File: config.mk
export PLATFORM = sky130hd
export DESIGN_NAME = round_robin_free_register_picker_top
export DESIGN_NICKNAME = d
export VERILOG_FILES = /design/src/rtl/rrfp_pkg.sv /design/src/rtl/round_robin_free_register_picker_top.sv
export SDC_FILE = /design/constraint.sdc
export NUM_CORES = 1
export LEC_CHECK = 0
export ABC_AREA = 1
export BUFFER_PORTS_ARGS = -buffer_cell sky130_fd_sc_hd__buf_2
export CORE_ASPECT_RATIO = 1.1
export CORE_MARGIN = 2
export CORE_UTILIZATION = 45
export CTS_BUF_LIST = sky130_fd_sc_hd__clkbuf_4 sky130_fd_sc_hd__clkbuf_8 sky130_fd_sc_hd__clkbuf_16
export CTS_CLUSTER_DIAMETER = 80
export DETAILED_ROUTE_END_ITERATION = 10
export SLEW_MARGIN = 20
export SYNTH_ARGS = -nofsm -noshare
export SYNTH_HDL_FRONTEND = slang
export SYNTH_SLANG_ARGS = --single-unit
export TNS_END_PERCENT = 20
File: constraint.sdc
create_clock -name clk_i -period 2.6 [get_ports clk_i]
set_input_delay 0.13 -clock clk_i [delete_from_list [all_inputs] [get_ports clk_i]]
set_output_delay 0.13 -clock clk_i [all_outputs]
set_load 0.01 [all_outputs]
File: src/rtl/rrfp_pkg.sv
// Package for the round robin free register picker.
// Holds widths, action codes, register indexes, reset values and the pointer advance rule.
// No dependencies.
`default_nettype none

package rrfp_pkg;

  // Widths of register numbers, the busy mask and the configuration index.
  localparam int RegW    = 5;
  localparam int MaskW   = 32;
  localparam int CfgIdxW = 3;
  localparam int ActW    = 2;

  // Number of registers that exist; a register number at or above it counts as busy.
  localparam int NumRegs = 32;

  // A scan visits at most this many positions.
  localparam int ScanLimit = 32;
  localparam int CntW      = $clog2(ScanLimit);

  typedef logic [RegW-1:0]    reg_num_t;
  typedef logic [MaskW-1:0]   mask_t;
  typedef logic [CfgIdxW-1:0] cfg_idx_t;
  typedef logic [ActW-1:0]    action_t;

  // Action codes.
  localparam action_t ActStart = 2'd0;
  localparam action_t ActFixed = 2'd1;
  localparam action_t ActFloat = 2'd2;

  // Configuration register indexes.
  localparam cfg_idx_t CfgFixFirst   = 3'd0;
  localparam cfg_idx_t CfgFixLast    = 3'd1;
  localparam cfg_idx_t CfgFixRestart = 3'd2;
  localparam cfg_idx_t CfgHeldBack   = 3'd3;
  localparam cfg_idx_t CfgFixFail    = 3'd4;
  localparam cfg_idx_t CfgFltFirst   = 3'd5;
  localparam cfg_idx_t CfgFltLast    = 3'd6;

  // Reset values of the configuration registers.
  localparam reg_num_t RstFixFirst   = 5'd1;
  localparam reg_num_t RstFixLast    = 5'd31;
  localparam reg_num_t RstFixRestart = 5'd8;
  localparam reg_num_t RstHeldBack   = 5'd15;
  localparam reg_num_t RstFixFail    = 5'd1;
  localparam reg_num_t RstFltFirst   = 5'd0;
  localparam reg_num_t RstFltLast    = 5'd31;

  // The floating pointer is reloaded with this value by a start action.
  localparam reg_num_t FltRestart = 5'd1;

  // Successor of a pointer within a class ring: wrap to first at last, else step by one.
  function automatic reg_num_t advance(reg_num_t p, reg_num_t first, reg_num_t last);
    reg_num_t nxt;
    if (p == last) begin
      nxt = first;
    end else begin
      nxt = p + reg_num_t'(1);
    end
    return nxt;
  endfunction

endpackage

`default_nettype wire

File: src/rtl/round_robin_free_register_picker_top.sv
// Top level of the round robin free register picker.
// Depends on rrfp_pkg for widths, codes, reset values and the advance rule.
//
//   Channel   | Handshake              | Payload
//   ----------+------------------------+-----------------------------------
//   request   | start / busy           | action_i, busy_mask_i
//   result    | result_valid_o strobe  | chosen_reg_o, failed_o
//   config    | cfg_we_i               | cfg_idx_i, cfg_wdata_i
//
// A request is taken while the block is idle. A pick then scans one register position per cycle,
// from the class pointer up to the first free register, or round the ring when none is
// free (at most ScanLimit positions), and the result strobes for one cycle after the
// last scan cycle.
// A start action reloads both pointers in the cycle it is taken and gives no result.
// Reset is asynchronous and active low; it loads the default register numbering.
// The receiver cannot stall: each result is shown for exactly one cycle.
`default_nettype none

module round_robin_free_register_picker_top (
  input  wire                  clk_i,
  input  wire                  rst_ni,
  input  wire                  start,
  output logic                 busy,
  input  wire rrfp_pkg::action_t  action_i,
  input  wire rrfp_pkg::mask_t    busy_mask_i,
  output logic                 result_valid_o,
  output rrfp_pkg::reg_num_t   chosen_reg_o,
  output logic                 failed_o,
  input  wire                  cfg_we_i,
  input  wire rrfp_pkg::cfg_idx_t cfg_idx_i,
  input  wire rrfp_pkg::reg_num_t cfg_wdata_i
);

  import rrfp_pkg::*;

  localparam logic StIdle = 1'b0;
  localparam logic StScan = 1'b1;

  // Configuration registers.
  reg_num_t fix_first_q, fix_last_q, fix_restart_q, held_back_q, fix_fail_q;
  reg_num_t flt_first_q, flt_last_q;

  // Pointers and scan state.
  reg_num_t fix_ptr_q, fix_ptr_d;
  reg_num_t flt_ptr_q, flt_ptr_d;
  logic     state_q, state_d;
  logic     is_fix_q, is_fix_d;
  mask_t    mask_q, mask_d;
  reg_num_t pos_q, pos_d;
  reg_num_t begin_q, begin_d;
  logic [CntW-1:0] cnt_q, cnt_d;

  // Result registers.
  logic     res_valid_q, res_valid_d;
  reg_num_t res_reg_q, res_reg_d;
  logic     res_fail_q, res_fail_d;

  logic     accept;
  logic     pos_free, held_free, pos_ok, last_step;
  reg_num_t nxt_pos;

  assign accept = start && !busy;
  assign busy   = (state_q == StScan);

  // Configuration writes; an index beyond the list is ignored.
  always_ff @(posedge clk_i or negedge rst_ni) begin
    if (!rst_ni) begin
      fix_first_q   <= RstFixFirst;
      fix_last_q    <= RstFixLast;
      fix_restart_q <= RstFixRestart;
      held_back_q   <= RstHeldBack;
      fix_fail_q    <= RstFixFail;
      flt_first_q   <= RstFltFirst;
      flt_last_q    <= RstFltLast;
    end else if (cfg_we_i) begin
      case (cfg_idx_i)
        CfgFixFirst:   fix_first_q   <= cfg_wdata_i;
        CfgFixLast:    fix_last_q    <= cfg_wdata_i;
        CfgFixRestart: fix_restart_q <= cfg_wdata_i;
        CfgHeldBack:   held_back_q   <= cfg_wdata_i;
        CfgFixFail:    fix_fail_q    <= cfg_wdata_i;
        CfgFltFirst:   flt_first_q   <= cfg_wdata_i;
        CfgFltLast:    flt_last_q    <= cfg_wdata_i;
        default: ;
      endcase
    end
  end

  // Test of the current scan position and of the held-back register.
  assign pos_free  = ((7'(pos_q) < 7'(NumRegs)) && !mask_q[pos_q]);
  assign held_free = ((7'(held_back_q) < 7'(NumRegs)) && !mask_q[held_back_q]);
  assign pos_ok    = pos_free && !(is_fix_q && (pos_q == held_back_q));
  assign nxt_pos   = is_fix_q ? advance(pos_q, fix_first_q, fix_last_q)
                              : advance(pos_q, flt_first_q, flt_last_q);
  assign last_step = (nxt_pos == begin_q) || (cnt_q == CntW'(ScanLimit - 1));

  // Request decode and one scan step per cycle.
  always_comb begin
    state_d     = state_q;
    fix_ptr_d   = fix_ptr_q;
    flt_ptr_d   = flt_ptr_q;
    is_fix_d    = is_fix_q;
    mask_d      = mask_q;
    pos_d       = pos_q;
    begin_d     = begin_q;
    cnt_d       = cnt_q;
    res_valid_d = 1'b0;
    res_reg_d   = res_reg_q;
    res_fail_d  = res_fail_q;

    case (state_q)
      StIdle: begin
        if (accept) begin
          case (action_i)
            ActStart: begin
              fix_ptr_d = fix_restart_q;
              flt_ptr_d = FltRestart;
            end
            ActFixed: begin
              state_d  = StScan;
              is_fix_d = 1'b1;
              mask_d   = busy_mask_i;
              pos_d    = fix_ptr_q;
              begin_d  = fix_ptr_q;
              cnt_d    = '0;
            end
            ActFloat: begin
              state_d  = StScan;
              is_fix_d = 1'b0;
              mask_d   = busy_mask_i;
              pos_d    = flt_ptr_q;
              begin_d  = flt_ptr_q;
              cnt_d    = '0;
            end
            default: ;
          endcase
        end
      end
      StScan: begin
        if (pos_ok) begin
          // Free register found: pick it and move the class pointer past it.
          state_d     = StIdle;
          res_valid_d = 1'b1;
          res_reg_d   = pos_q;
          res_fail_d  = 1'b0;
          if (is_fix_q) begin
            fix_ptr_d = nxt_pos;
          end else begin
            flt_ptr_d = nxt_pos;
          end
        end else if (last_step) begin
          // Ring exhausted: fall back to the held-back register or report failure.
          state_d     = StIdle;
          res_valid_d = 1'b1;
          if (is_fix_q && held_free) begin
            res_reg_d  = held_back_q;
            res_fail_d = 1'b0;
          end else if (is_fix_q) begin
            res_reg_d  = fix_fail_q;
            res_fail_d = 1'b1;
          end else begin
            res_reg_d  = '0;
            res_fail_d = 1'b1;
          end
        end else begin
          pos_d = nxt_pos;
          cnt_d = cnt_q + CntW'(1);
        end
      end
      default: state_d = StIdle;
    endcase
  end

  // Control state.
  always_ff @(posedge clk_i or negedge rst_ni) begin
    if (!rst_ni) begin
      state_q     <= StIdle;
      fix_ptr_q   <= RstFixFirst;
      flt_ptr_q   <= RstFltFirst;
      res_valid_q <= 1'b0;
    end else begin
      state_q     <= state_d;
      fix_ptr_q   <= fix_ptr_d;
      flt_ptr_q   <= flt_ptr_d;
      res_valid_q <= res_valid_d;
    end
  end

  // Payload registers of the scan and the result.
  always_ff @(posedge clk_i) begin
    is_fix_q  <= is_fix_d;
    mask_q    <= mask_d;
    pos_q     <= pos_d;
    begin_q   <= begin_d;
    cnt_q     <= cnt_d;
    res_reg_q <= res_reg_d;
    res_fail_q <= res_fail_d;
  end

  assign result_valid_o = res_valid_q;
  assign chosen_reg_o   = res_reg_q;
  assign failed_o       = res_fail_q;

  // A result strobe lasts one cycle and only follows a finished scan.
  assert property (@(posedge clk_i) disable iff (!rst_ni)
    result_valid_o |=> !result_valid_o)
    else $error("result strobe longer than one cycle");

  assert property (@(posedge clk_i) disable iff (!rst_ni)
    result_valid_o |-> !busy)
    else $error("result shown while a scan is still running");

  // A successful pick never names a register that the mask marks busy.
  assert property (@(posedge clk_i) disable iff (!rst_ni)
    (result_valid_o && !failed_o) |-> !mask_q[chosen_reg_o])
    else $error("picked register is busy");

  // The scanner only starts on an accepted request.
  assert property (@(posedge clk_i) disable iff (!rst_ni)
    $rose(busy) |-> $past(start))
    else $error("scan started without a request");

endmodule

`default_nettype wire

; ---- Yosys cells after proc, flatten, opt, wreduce, memory -nomap -nowiden
; Index checks and enable logic that the tools add are counted.
[word_totals]
mem_count = 0
ramBits = 0
word_cells = 115
latch_bits = 0
rom_bits = 0
ff_bits = 101
[op_classes]
n_bitwise = 1
n_addsub = 2
n_div = 0
n_eq_ne = 22
shifts = 0
mux = 42
multipliers = 0
reduce_logical = 28
magnitude_cmp = 2
[op_table]
columns = cell, n
row1 = two-way mux 5 bit, 22
row2 = case mux 5 bit (2 select lines), 5
row3 = == test 5 bit, 4
row4 = AND reduction 2 bit, 8
row5 = AND reduction 4 bit, 4
row6 = less-than comparator 5 x 6 -> 1 bit (second input constant), 2
row7 = two-way mux 1 bit, 11
row8 = adder 5 x 1 -> 5 bit (second input constant), 2
row9 = binary-select mux 1 bit (select 5 bit), 2
row10 = != test 2 bit (second input constant), 5
row11 = == test 3 bit (second input constant), 3
row12 = == test 3 x 2 -> 1 bit (second input constant), 2
row13 = != test 2 x 1 -> 1 bit (second input constant), 3
row14 = AND reduction 3 bit, 2
row15 = == test 5 bit (second input constant), 1
row16 = logical AND 1 bit, 4
row17 = zero test 1 bit, 4
row18 = case mux 1 bit (2 select lines), 2
row19 = nonzero test 2 bit, 2
row20 = == test 3 x 1 -> 1 bit (second input constant), 1
row21 = zero test 3 bit, 1
row22 = != test 3 x 1 -> 1 bit (second input constant), 1
row23 = == test 2 x 1 -> 1 bit (second input constant), 1
row24 = == test 2 bit (second input constant), 1
row25 = 4 further kinds, 4

; ---- Longest topological paths before layout
; Gate-level depths: netlist (run 1).
[depth]
depth_word = 8
depth_mapped = 16
ltp_nobuf = 15

; ---- Least setup slack after synthesis (run 1)
; No wires, ideal clock.
[synth_path]
path_kind = register to register
from = register state_q (netlist: busy)
to = register begin_q[0], enable pin
path_stages_with_launch = 6
setup_ns = 0.392
required_time_ns = 2.208
arrival_ns = 1.880
period_less_slack_ns = 2.272
path_slack_ns = 0.328
n_path_buf = 2
cell_sequence = dfrtp_1 > buf_2 > inv_1 > clkbuf_1 > nand3_1 > inv_1
[synth_between]
elab_chain_len = 3
elab_cells_between_ends = 4
cone_classes = bitwise: 1 / reduce/logical: 3
[synth_lines]
columns = element, line_no
row1 = from (decl), round_robin_free_register_picker_top.sv:46  ; logic state_q, state_d;
row2 = from (signal assigned), round_robin_free_register_picker_top.sv:177  ; state_q <= StIdle;
row3 = from (signal assigned), round_robin_free_register_picker_top.sv:182  ; state_q <= state_d;
row4 = zero test 1 bit, round_robin_free_register_picker_top.sv:62  ; assign accept = start && !busy;
row5 = logical AND 1 bit, round_robin_free_register_picker_top.sv:62
row6 = AND reduction 3 bit (no line) (*), --
row7 = to (signal assigned), round_robin_free_register_picker_top.sv:194  ; begin_q <= begin_d;
row8 = to (decl), round_robin_free_register_picker_top.sv:50  ; reg_num_t begin_q, begin_d;
; Every way passes the cells marked *; elsewhere a longest branch is shown, timed or not.
; A chain may end at the register's enable or synchronous reset.

; ---- Worst setup path after layout (run 1)
[layout_path]
from = register pos_q[0]
to = register cnt_q[2], enable pin
[layout_between]
elab_chain_len = 7
elab_cells_between_ends = 18
cone_classes = add/sub: 1 / eq/ne: 6 / mux: 5 / reduce/logical: 6
[layout_lines]
columns = element, line_no
row1 = from (decl), round_robin_free_register_picker_top.sv:49  ; reg_num_t pos_q, pos_d;
row2 = from (signal assigned), round_robin_free_register_picker_top.sv:193  ; pos_q <= pos_d;
row3 = adder 5 x 1 -> 5 bit / == test 5 bit (equally long branches), "rrfp_pkg.sv:58, rrfp_pkg.sv:55"
row4 = two-way mux 5 bit, rrfp_pkg.sv:55  ; if (p == last) begin
row5 = two-way mux 5 bit, round_robin_free_register_picker_top.sv:93  ; assign nxt_pos = is_fix_q ? advance(pos_q, fix_first_q, fix_last_q)
row6 = == test 5 bit, round_robin_free_register_picker_top.sv:95  ; assign last_step = (nxt_pos == begin_q) || (cnt_q == CntW'(ScanLimit - 1));
row7 = logical OR 1 bit, round_robin_free_register_picker_top.sv:95
row8 = != test 2 bit (no line), --
row9 = AND reduction 4 bit (no line) (*), --
row10 = to (signal assigned), round_robin_free_register_picker_top.sv:195  ; cnt_q <= cnt_d;
row11 = to (decl), round_robin_free_register_picker_top.sv:51  ; logic [CntW-1:0] cnt_q, cnt_d;
; Every way passes the cells marked *; elsewhere a longest branch is shown, timed or not. The select of a mux whose other input is x is not followed.

==> results of run 1 <==
==> sequential cells by signal (all words and copies together) (netlist names) <==
name            cells
fix_last_q          5
result_valid_o      1
fix_first_q         5
begin_q             5
flt_last_q          5
pos_q               5
fix_fail_q          5
failed_o            1
flt_first_q         5
mask_q             32
flt_ptr_q           5
fix_ptr_q           5
held_back_q         5
cnt_q               5
is_fix_q            1
fix_restart_q       5
chosen_reg_o        5
busy                1
==> area by class of cell <==
| type | count | share of cell area |
|---|---|---|
| Tap cell | 150 | 0.02977 |
| Sequential cell | 101 | 0.4479 |
| Clock buffer | 11 | 0.03909 |
| Inverter | 65 | 0.03949 |
| Multi-Input combinational cell | 395 | 0.3231 |
| Clock inverter | 5 | 0.006747 |
| Timing Repair Buffer | 102 | 0.1139 |
==> cells by family after synthesis <==
group           after synthesis  synth area share
simple gates                252            0.2286
compound gates              129            0.1301
flops                       101            0.5400
buf+inv                      84           0.07139
xor+xnor                      9           0.01797
fa+ha+maj                     5           0.01198
==> through the flow <==
| stage | power, W | cell area (sq um) | utilization | hold WS, ps | setup WS, ps |
|---|---|---|---|---|---|
| 2_1_floorplan | 0.004405 | 5223 | - | -165.6 | 327.8 |
| 5_1_grt | 0.006964 | 6305 | 0.5536 | 186.3 | 4.172 |
| 4_1_cts | 0.006464 | 6291 | 0.5524 | 136.7 | 66.00 |
| 3_3_place_gp | 0.005061 | 5672 | 0.4980 | 306.4 | 167.0 |
| 3_5_place_dp | 0.005122 | 5672 | 0.4980 | 308.1 | 80.40 |
| 6_report | 0.006439 | 6305 | 0.5536 | 151.8 | 214.4 |
==> power by group through the flow <==
stage	Clock (W)	Combinational [W]	Sequential, W
after global placement	0	0.00253	0.00253
final	0.00130	0.00263	0.00251
after detailed placement	0	0.00258	0.00254
after floorplan	0	0.00199	0.00241
after CTS	0.00132	0.00263	0.00251
after global routing	0.00140	0.00300	0.00256
==> metal layers <==
layer,vias up,wire length (microns),global-route usage
met5,-,0,0
met1,2005,5777,0.2935
li1,2135,-,-
met2,83,6080,0.3660
met3,13,536,0.04153
met4,0,144,0.06580
==> worst max path at each step <==
stage,to,slack [ps],cells after the start
5_1_grt,cnt_q[2],4,12
3_3_place_gp,pos_q[0],170,14
6_report,cnt_q[2],210,12
2_1_floorplan,begin_q[0],330,5
3_5_place_dp,pos_q[2],80,14
4_1_cts,pos_q[4],70,14
==> cells in the mapped netlist (9+ instances only) <==
master | instances | area (sq um)
o21ai_0 | 70 | 350.3
nor2_1 | 23 | 86.33
dfstp_2 | 18 | 473.0
nand4_1 | 14 | 87.58
edfxtp_1 | 54 | 1622
dfrtp_1 | 29 | 725.7
buf_2 | 9 | 45.04
inv_1 | 63 | 236.5
nand3_2 | 10 | 100.1
o21ai_1 | 23 | 115.1
nand2_1 | 156 | 585.6
a21oi_1 | 23 | 115.1
nand3_1 | 31 | 155.2
==> worst reg2reg max path: stages (launching register included) <==
cell      delay, ps
edfxtp_1        490
buf_4           200
nand2_1          60
nand2_1          80
nor2_4          170
nand3_2         170
o21ai_1         250
nand2_1          90
nand2_1          70
nand2_1          50
nand3_1         100
nand4_1         160
nand2_4         200
==> what timing repair did <==
action,4_1_cts,5_1_grt
gates resized for setup,0,4
hold buffers,33,0
endpoints found under the setup margin,0,21
hold endpoints to repair,47,0
==> results.yml, run 1 <==
critical_path:
  crit_type: "register to register"
  cpPeakStageDelay_ps: 490
  reg2reg_from: "pos_q[0]"
  cp.arrival_ps: 2430
  crit_buf_inv: 1
  reg2regPathDepth: 12
  crit_chain: "buf_4, nand2_1, nand2_1, nor2_4, nand3_2, o21ai_1, nand2_1, nand2_1, nand2_1, nand3_1, nand4_1, nand2_4"
  cp_max_fo: 10
  crit_path_end_kind: "register"
  rr_endpoint: "cnt_q[2]"
  setup.worst_path.start: "pos_q[0]"
  worst_path_dominant_cell_family: "simple AND/OR/NAND/NOR gates"
  start_kind: "register"
  critical-path-slowest-cell: "edfxtp_1"
  cpMostUsedCell: "nand2_1"
  worst_ep_required_time_ps: 2650
  r2r_setup_slack_ps: 210
sta:
  post-route-min-period_ps: 2386
  worst_pin_slew_ps: 592.9
  fmax_mhz: 419.2
  maxSlewHeadroom: 0.6047
  timing.final.crit_share: 0.9176
  rsz0062_at_grt: "no"
  finalSetupViolations: 0
  final_max_slew_viol_count: 0
  tns_ps: 0
  fin_worst_skew_ps: 12.93
  timing_hold_violations_final: 0
routing:
  drt_first_iter_violations: 282
  wl_microns: 12540
  post_drt_wl_per_cell_microns: 15.13
  vias: 4236
  first_pass_iters: 5
  post-route-drc-count: 0
  postRouteAntennaNets: 0
  vias_per_cell: 5.110
yosys:
  yosysUniqueCellTypes: 36
  ys.warnings.count: 0
  yosysSeqAreaShare: 0.5400
  synthesis.area_sq_mm: 0.005223
  synth_edf_count: 54
  synth_cells: 580
  syn_nets: 631
  synthArstFlopShare: 0.4653
  postSynthAreaPerCell_sq_um: 9.004
  synth_flop_cell: "edfxtp_1"
  ys_seq_elements: 101
clock_tree:
  clkSinkCount: 101
  tritoncts: "built"
  clockBufferDepth: 2
  clock_tree.root_cell: "clkbuf_16"
  htreeDepth: 3
  path_clk_slew_ps: 70
  clk_latency_ps: 360
  postCtsSetupRepairBufs: 0
  cts_buffers: 9
worst_hold_path:
  hold_start: "cfg_wdata_i[4]"
  hold_class: "input port to register"
  hold_end: "fix_restart_q[4]"
  hold_depth: 3
finish:
  drive_gt1_frac: 0.1973
  mostFrequentLayoutCells: "155 x nand2_1, 70 x o21ai_0, 62 x inv_1"
  seqCellArea_sq_mm: 0.002824
  instances_no_fill: 829
  area_growth_pct: 20.72
  fin_nets: 725
  multi_input_area_sq_mm: 0.002037
  layout_commonest_cell: "nand2_1"
  fillers: 1072
  insertedDiodeCount: 0
floorplan:
  fp.dieW_microns: 106.7
  initial_utilization: 0.4586
  core_area_sq_mm: 0.01139
  dieArea_sq_mm: 0.01248
  io_pins: 54
  fp.dieH_microns: 117.0
  row_count: 41
outcome:
  status: "complete, no violations"
grt:
  grt_overflow: 0
  grt_pass1_wl_microns: 21020
  grt_pass1_vias: 4205
  grt_usage: 0.2191
  antenna_found_initial: 0
  grt_max_degree: 48
pwr:
  power_density_mw_per_mm2: 1021
  pwr-share-comb: 0.408
  p_sw_w: 0.002558
  p_sw_frac: 0.3973
  p_leak_nw: 2.814
  seqPwrFrac: 0.390
  pwr-share-clk: 0.202
  peakVddDrop_mv: 0.4745
  intPower_w: 0.003880
placement:
  port_buffers: 53
  dp_cells: 780
  hpwl_microns: 9111
  routabilityCongestion: 0.9069
flow_run:
  drv_cap: 0
(Power assumes the default switching activity.)
==> inputs of run 2 (changes only) <==
- ABC_AREA: 1 -> unset
==> run 2 against run 1 <==
Effect of this change: the run now ends with setup timing left; sequential cell count did not move; combinational power rose by 38%; worst setup slack got worse by 380 ps; global-route usage fell by 1.5 points; clock skew fell by 7.2 ps; clock-buffer cell count did not move; final cell count fell by 28%; sequential share of layout area fell by 1.0 points; largest power group unchanged.
==> results.yml, run 2 <==
clock_tree:
  clockBufferDepth: 2
  path_clk_slew_ps: 70
  clock_tree.root_cell: "clkbuf_16"
  htreeDepth: 3
  cts_buffers: 9
  clkSinkCount: 101
  tritoncts: "built"
  clk_latency_ps: 350
grt:
  grt_pass1_wl_microns: 17610
  grt_overflow: 0
  grt_pass1_vias: 3413
  grt_max_degree: 38
  antenna_found_initial: 0
  grt_usage: 0.2041
floorplan:
  fp.dieH_microns: 113.2
  io_pins: 54
  initial_utilization: 0.4650
  dieArea_sq_mm: 0.01169
  core_area_sq_mm: 0.01049
  fp.dieW_microns: 103.3
  row_count: 39
sta:
  final_max_slew_viol_count: 0
  post-route-min-period_ps: 2762
  maxSlewHeadroom: 0.3900
  timing.final.crit_share: 1.062
  fmax_mhz: 362.0
  setup_slack_ps: -162.2
  rsz0062_at_grt: "yes"
  fin_worst_skew_ps: 5.762
  finalSetupViolations: 30
  worst_pin_slew_ps: 915.0
  timing_hold_violations_final: 0
finish:
  top_register: "mask_q"
  drive_gt1_frac: 0.4847
  area_growth_pct: 32.14
  fin_nets: 504
  instances_no_fill: 601
  utilization: 0.6144
  multi_input_area_sq_mm: 0.002138
  fillers: 808
  largest_reg_flops: 32
  seqCellArea_sq_mm: 0.002820
  insertedDiodeCount: 0
  mostFrequentLayoutCells: "54 x edfxtp_1, 54 x buf_2, 42 x mux2_2"
routing:
  first_pass_iters: 4
  wl_microns: 11040
  vias_per_cell: 5.265
  post-route-drc-count: 0
  postRouteAntennaNets: 0
  vias: 3164
  post_drt_wl_per_cell_microns: 18.36
  drt_first_iter_violations: 118
yosys:
  syn_nets: 381
  yosysSeqAreaShare: 0.5781
  synth_edf_count: 54
  yosysUniqueCellTypes: 46
  synth_common_cells: "54 x edfxtp_1, 45 x mux2_2, 29 x dfrtp_1"
  netlist_top_cells_area: "edfxtp_1 33%, dfrtp_1 15%, mux2_2 10%"
  synthesis.area_sq_mm: 0.004878
  synth_flop_cell: "edfxtp_1"
  synthArstFlopShare: 0.4653
  yosys.area.top_type: "edfxtp_1"
  synth_top_area_frac: 0.3324
  ys_seq_elements: 101
  synth_most_common_cell: "edfxtp_1"
  synth_cells: 330
  postSynthAreaPerCell_sq_um: 14.78
  ys.warnings.count: 0
critical_path:
  start_kind: "register"
  worst_path_dominant_cell_family: "multiplexers"
  cp_max_fo: 5
  cpPeakStageDelay_ps: 560
  worst_ep_required_time_ps: 2700
  cp.arrival_ps: 2870
  crit_buf_inv: 1
  critical-path-slowest-cell: "dfstp_2"
  cpMostUsedCell: "mux4_2"
  crit_path_end_kind: "register"
  crit_type: "register to register"
  crit_chain: "buf_4, mux4_2, mux4_2, mux2i_4, mux2_4, a22o_1"
placement:
  routabilityCongestion: 0.8129
  hpwl_microns: 7260
  dp_cells: 542
  port_buffers: 53
outcome:
  status: "finished, violations left"
  violations: "setup timing"
pwr:
  p_leak_nw: 2.624
  power_density_mw_per_mm2: 1162
  peakVddDrop_mv: 0.5611
worst_hold_path:
  hold_class: "input port to register"
flow_run:
  drv_cap: 0
run 2: cell types whose count changed in the layout (fill, tap and decap cells not counted), sizes merged, moves of 25 or more:
cell / change
buf: +25
inv: -58
mux2: +51
nand2: -146
nand3: -38
o21ai: -88
run 2: routing by layer:
| metal | vias to the layer above | track usage | share of wire |
|---|---|---|---|
| met1 | 1583 | 0.2786 | 0.45 |
| met4 | 0 | 0.07105 | 0.013 |
| met3 | 12 | 0.04015 | 0.048 |
| met5 | - | 0 | 0 |
| li1 | 1485 | - | - |
| met2 | 84 | 0.3260 | 0.49 |
run 2: logic make-up (layout without fill, tap and decap cells):
group / after synthesis / in the layout / share of synthesized area
AOI/OAI and AO/OA: 32 / 32 / 0.04719
xor gates and xnor gates: 25 / 25 / 0.04488
adders and majority gates: 5 / 5 / 0.01282
buffers and inverters: 23 / 151 / 0.02359
DFF: 101 / 101 / 0.5781
muxes: 81 / 81 / 0.2244
and+or+nand+nor: 63 / 63 / 0.06899
run 2: layout make-up:
type                       count  area share
clock buffer                  11     0.03824
timing repair buffer         127      0.1547
multi-input combinational    206      0.3317
clock inverter                 5    0.005435
sequential                   101      0.4375
tap                          143     0.02776
inverter                       8    0.004658
run 2: final timing paths:
path	from	end	slack (ps)	cells past startpoint
max	held_back_q[0]	chosen_reg_o[3]	-160	6
min	cfg_wdata_i[0]	fix_fail_q[0]	160	2
max reg2reg	held_back_q[0]	chosen_reg_o[3]	-160	6
min reg2reg	flt_ptr_q[4]	flt_ptr_q[4]	490	1
max in group asynchronous	rst_ni	held_back_q[0]	1370	3
min in group asynchronous	rst_ni	fix_first_q[3]	440	2
run 2: metrics by stage:
| step | power (W) | hold slack [ps] | area, sq um | worst slack, ps | TNS [ps] |
|---|---|---|---|---|---|
| finish | 0.007493 | 156.5 | 6446 | -162.2 | -2684 |
| global route | 0.007922 | 175.8 | 6446 | -272.9 | -5944 |
| CTS | 0.007225 | 154.9 | 6310 | -177.3 | -2440 |
| detailed placement | 0.005558 | 308.1 | 5559 | -165.8 | -2094 |
| global placement | 0.005478 | 299.1 | 5559 | -110.2 | -1922 |
| floorplan | 0.004543 | -165.6 | 4928 | -67.79 | -934.6 |
run 2: what timing repair did:
item / in CTS / in global routing
gates resized for setup: 15 / 26
pin swaps: 7 / 11
buffers inserted: 7 / 1
cloned: 2 / 0
hold buffers: 33 / 0
endpoints found under the hold margin: 61 / 0
endpoints found under the setup margin: 27 / 34
run 2: power by group:
group	internal, W	switching (W)
Clock	0.000690	0.000591
Sequential	0.00231	0.000278
Combinational	0.00189	0.00174
==> inputs of run 3 (changes only) <==
- CTS_CLUSTER_SIZE: unset -> 14
- PLACE_DENSITY: unset -> 0.64
==> run 3 against run 2 <==
Effect of this change: wire length barely moved; largest power group unchanged; combinational power decreased by 6.1%; sequential cell count did not move; sequential power about the same; global-route usage is 0.57 points lower; first-iteration DRC count shrank 6.8%; the run still ends with setup timing left; clock power is 8% higher; clock-buffer cell count fell by 1; largest cell class unchanged.
==> results.yml, run 3 (synthesis gave the netlist of run 2 again) <==
sta:
  maxSlewHeadroom: 0.4046
  setup_slack_ps: -194.3
  final_max_slew_viol_count: 0
  rsz0062_at_grt: "yes"
  timing_hold_violations_final: 0
  fmax_mhz: 357.9
  post-route-min-period_ps: 2794
  tns_ps: -4261
  worst_pin_slew_ps: 886.3
  fin_worst_skew_ps: 8.112
  timing.final.crit_share: 1.075
  finalSetupViolations: 28
clock_tree:
  path_clk_slew_ps: 70
  tritoncts: "built"
  clkSinkCount: 101
  clockBufferDepth: 2
  clk_latency_ps: 340
  clock_tree.root_cell: "clkbuf_16"
  cts_buffers: 9
  htreeDepth: 3
floorplan:
  fp.dieH_microns: 113.2
  core_area_sq_mm: 0.01049
  fp.dieW_microns: 103.3
  io_pins: 54
  row_count: 39
  initial_utilization: 0.4650
  dieArea_sq_mm: 0.01169
critical_path:
  crit_type: "register to register"
  r2r_setup_slack_ps: -190
  worst_ep_required_time_ps: 2650
  cp.arrival_ps: 2850
  setup.worst_path.start: "pos_q[0]"
  reg2reg_from: "pos_q[0]"
  cp_max_fo: 7
  crit_path_end_kind: "register"
  start_kind: "register"
grt:
  antenna_found_initial: 0
  grt_pass1_vias: 3317
  use_met1: 0.2815
  grt_pass1_wl_microns: 17130
  busiest_layer: "met2"
  grt_max_degree: 45
  grt_util_met2: 0.3048
  grt_usage: 0.1984
  grtUsageMet3: 0.03027
  grt_overflow: 0
finish:
  largest_reg_flops: 32
  fin_nets: 499
  instances_no_fill: 596
  top_register: "mask_q"
  layout_commonest_cell: "edfxtp_1"
  area_growth_pct: 29.98
  fillers: 813
  insertedDiodeCount: 0
  drive_gt1_frac: 0.4547
  utilization: 0.6044
  mostFrequentLayoutCells: "54 x edfxtp_1, 52 x buf_2, 41 x mux2_2"
routing:
  drt_first_iter_violations: 110
  post_drt_wl_per_cell_microns: 18.53
  first_pass_iters: 4
  vias: 3207
  wl_microns: 11040
  vias_per_cell: 5.381
  post-route-drc-count: 0
  postRouteAntennaNets: 0
placement:
  routabilityCongestion: 0.8148
  port_buffers: 53
  dp_cells: 542
  pre_cts_ws_ps: -176.8
  hpwl_microns: 7496
pwr:
  power_density_mw_per_mm2: 1162
  power_w: 0.007367
  p_leak_nw: 2.578
  peakVddDrop_mv: 0.5315
flow_run:
  drv_cap: 0
outcome:
  violations: "setup timing"
  status: "finished, violations left"
worst_hold_path:
  hold_class: "input port to register"
  hold_start: "cfg_wdata_i[2]"
## run 3: changes by cell type in the layout (fill, tap and decap cells not counted), sizes merged
cell,previous run,this run
bufinv,0,1
buf,94,88
clkinv,4,1
clkinvlp,0,3
## run 3: power by group
part	internal [W]	switching, W	leakage, nW
logic	0.00179	0.00161	1.39
clock network	0.000765	0.000614	0.139
registers	0.00231	0.000280	1.05
total	0.00486	0.00251	2.58
## run 3: per-layer routing
metal	vias to the layer above	routed length (microns)
li1	1484	-
met1	1617	5047
met2	88	5226
met3	18	473
met4	0	294
met5	-	0
## run 3: what timing repair did
action                                 in CTS  in global routing
buffers inserted                            1                  3
gates resized for setup                     4                 18
cloned                                      0                  1
endpoints found under the hold margin      32                 29
hold buffers                               32                  1
pin swaps                                   2                  6
setup endpoints to repair                  21                 33
## run 3: path summary, 6_finish.rpt
kind | to | cells past startpoint
max | chosen_reg_o[3] | 10
min | flt_last_q[2] | 2
max reg2reg | chosen_reg_o[3] | 10
min reg2reg | flt_ptr_q[1] | 1
max in group asynchronous | flt_last_q[3] | 3
min in group asynchronous | fix_first_q[3] | 2
## run 3: cell type report
| cell class | count | area, sq um | area share |
|---|---|---|---|
| clock buffers | 10 | 232.7 | 0.03670 |
| clock inverters | 6 | 70.07 | 0.01105 |
| inverters | 8 | 30.03 | 0.004736 |
| multi-input cells | 206 | 2054 | 0.3240 |
| flip-flops and latches | 101 | 2820 | 0.4448 |
| well taps | 143 | 178.9 | 0.02822 |
| repair buffers | 122 | 954.7 | 0.1506 |
## run 3: worst max-delay path, cell delays in order (launching register included)
cell	delay (ps)
edfxtp_1	520
buf_6	200
xor2_1	160
nor3_2	130
nand3_2	220
mux2i_1	180
mux2_4	290
xnor2_1	180
nor3_1	250
o2bb2ai_1	180
buf_4	190
## run 3: through the flow
stage | instance area (sq um) | hold WS, ps
after detailed placement | 5558 | 308.1
final | 6341 | 169.1
after floorplan | 4928 | -165.6
after CTS | 6205 | 2.018
after global routing | 6341 | 180.2
after global placement | 5558 | 307.2
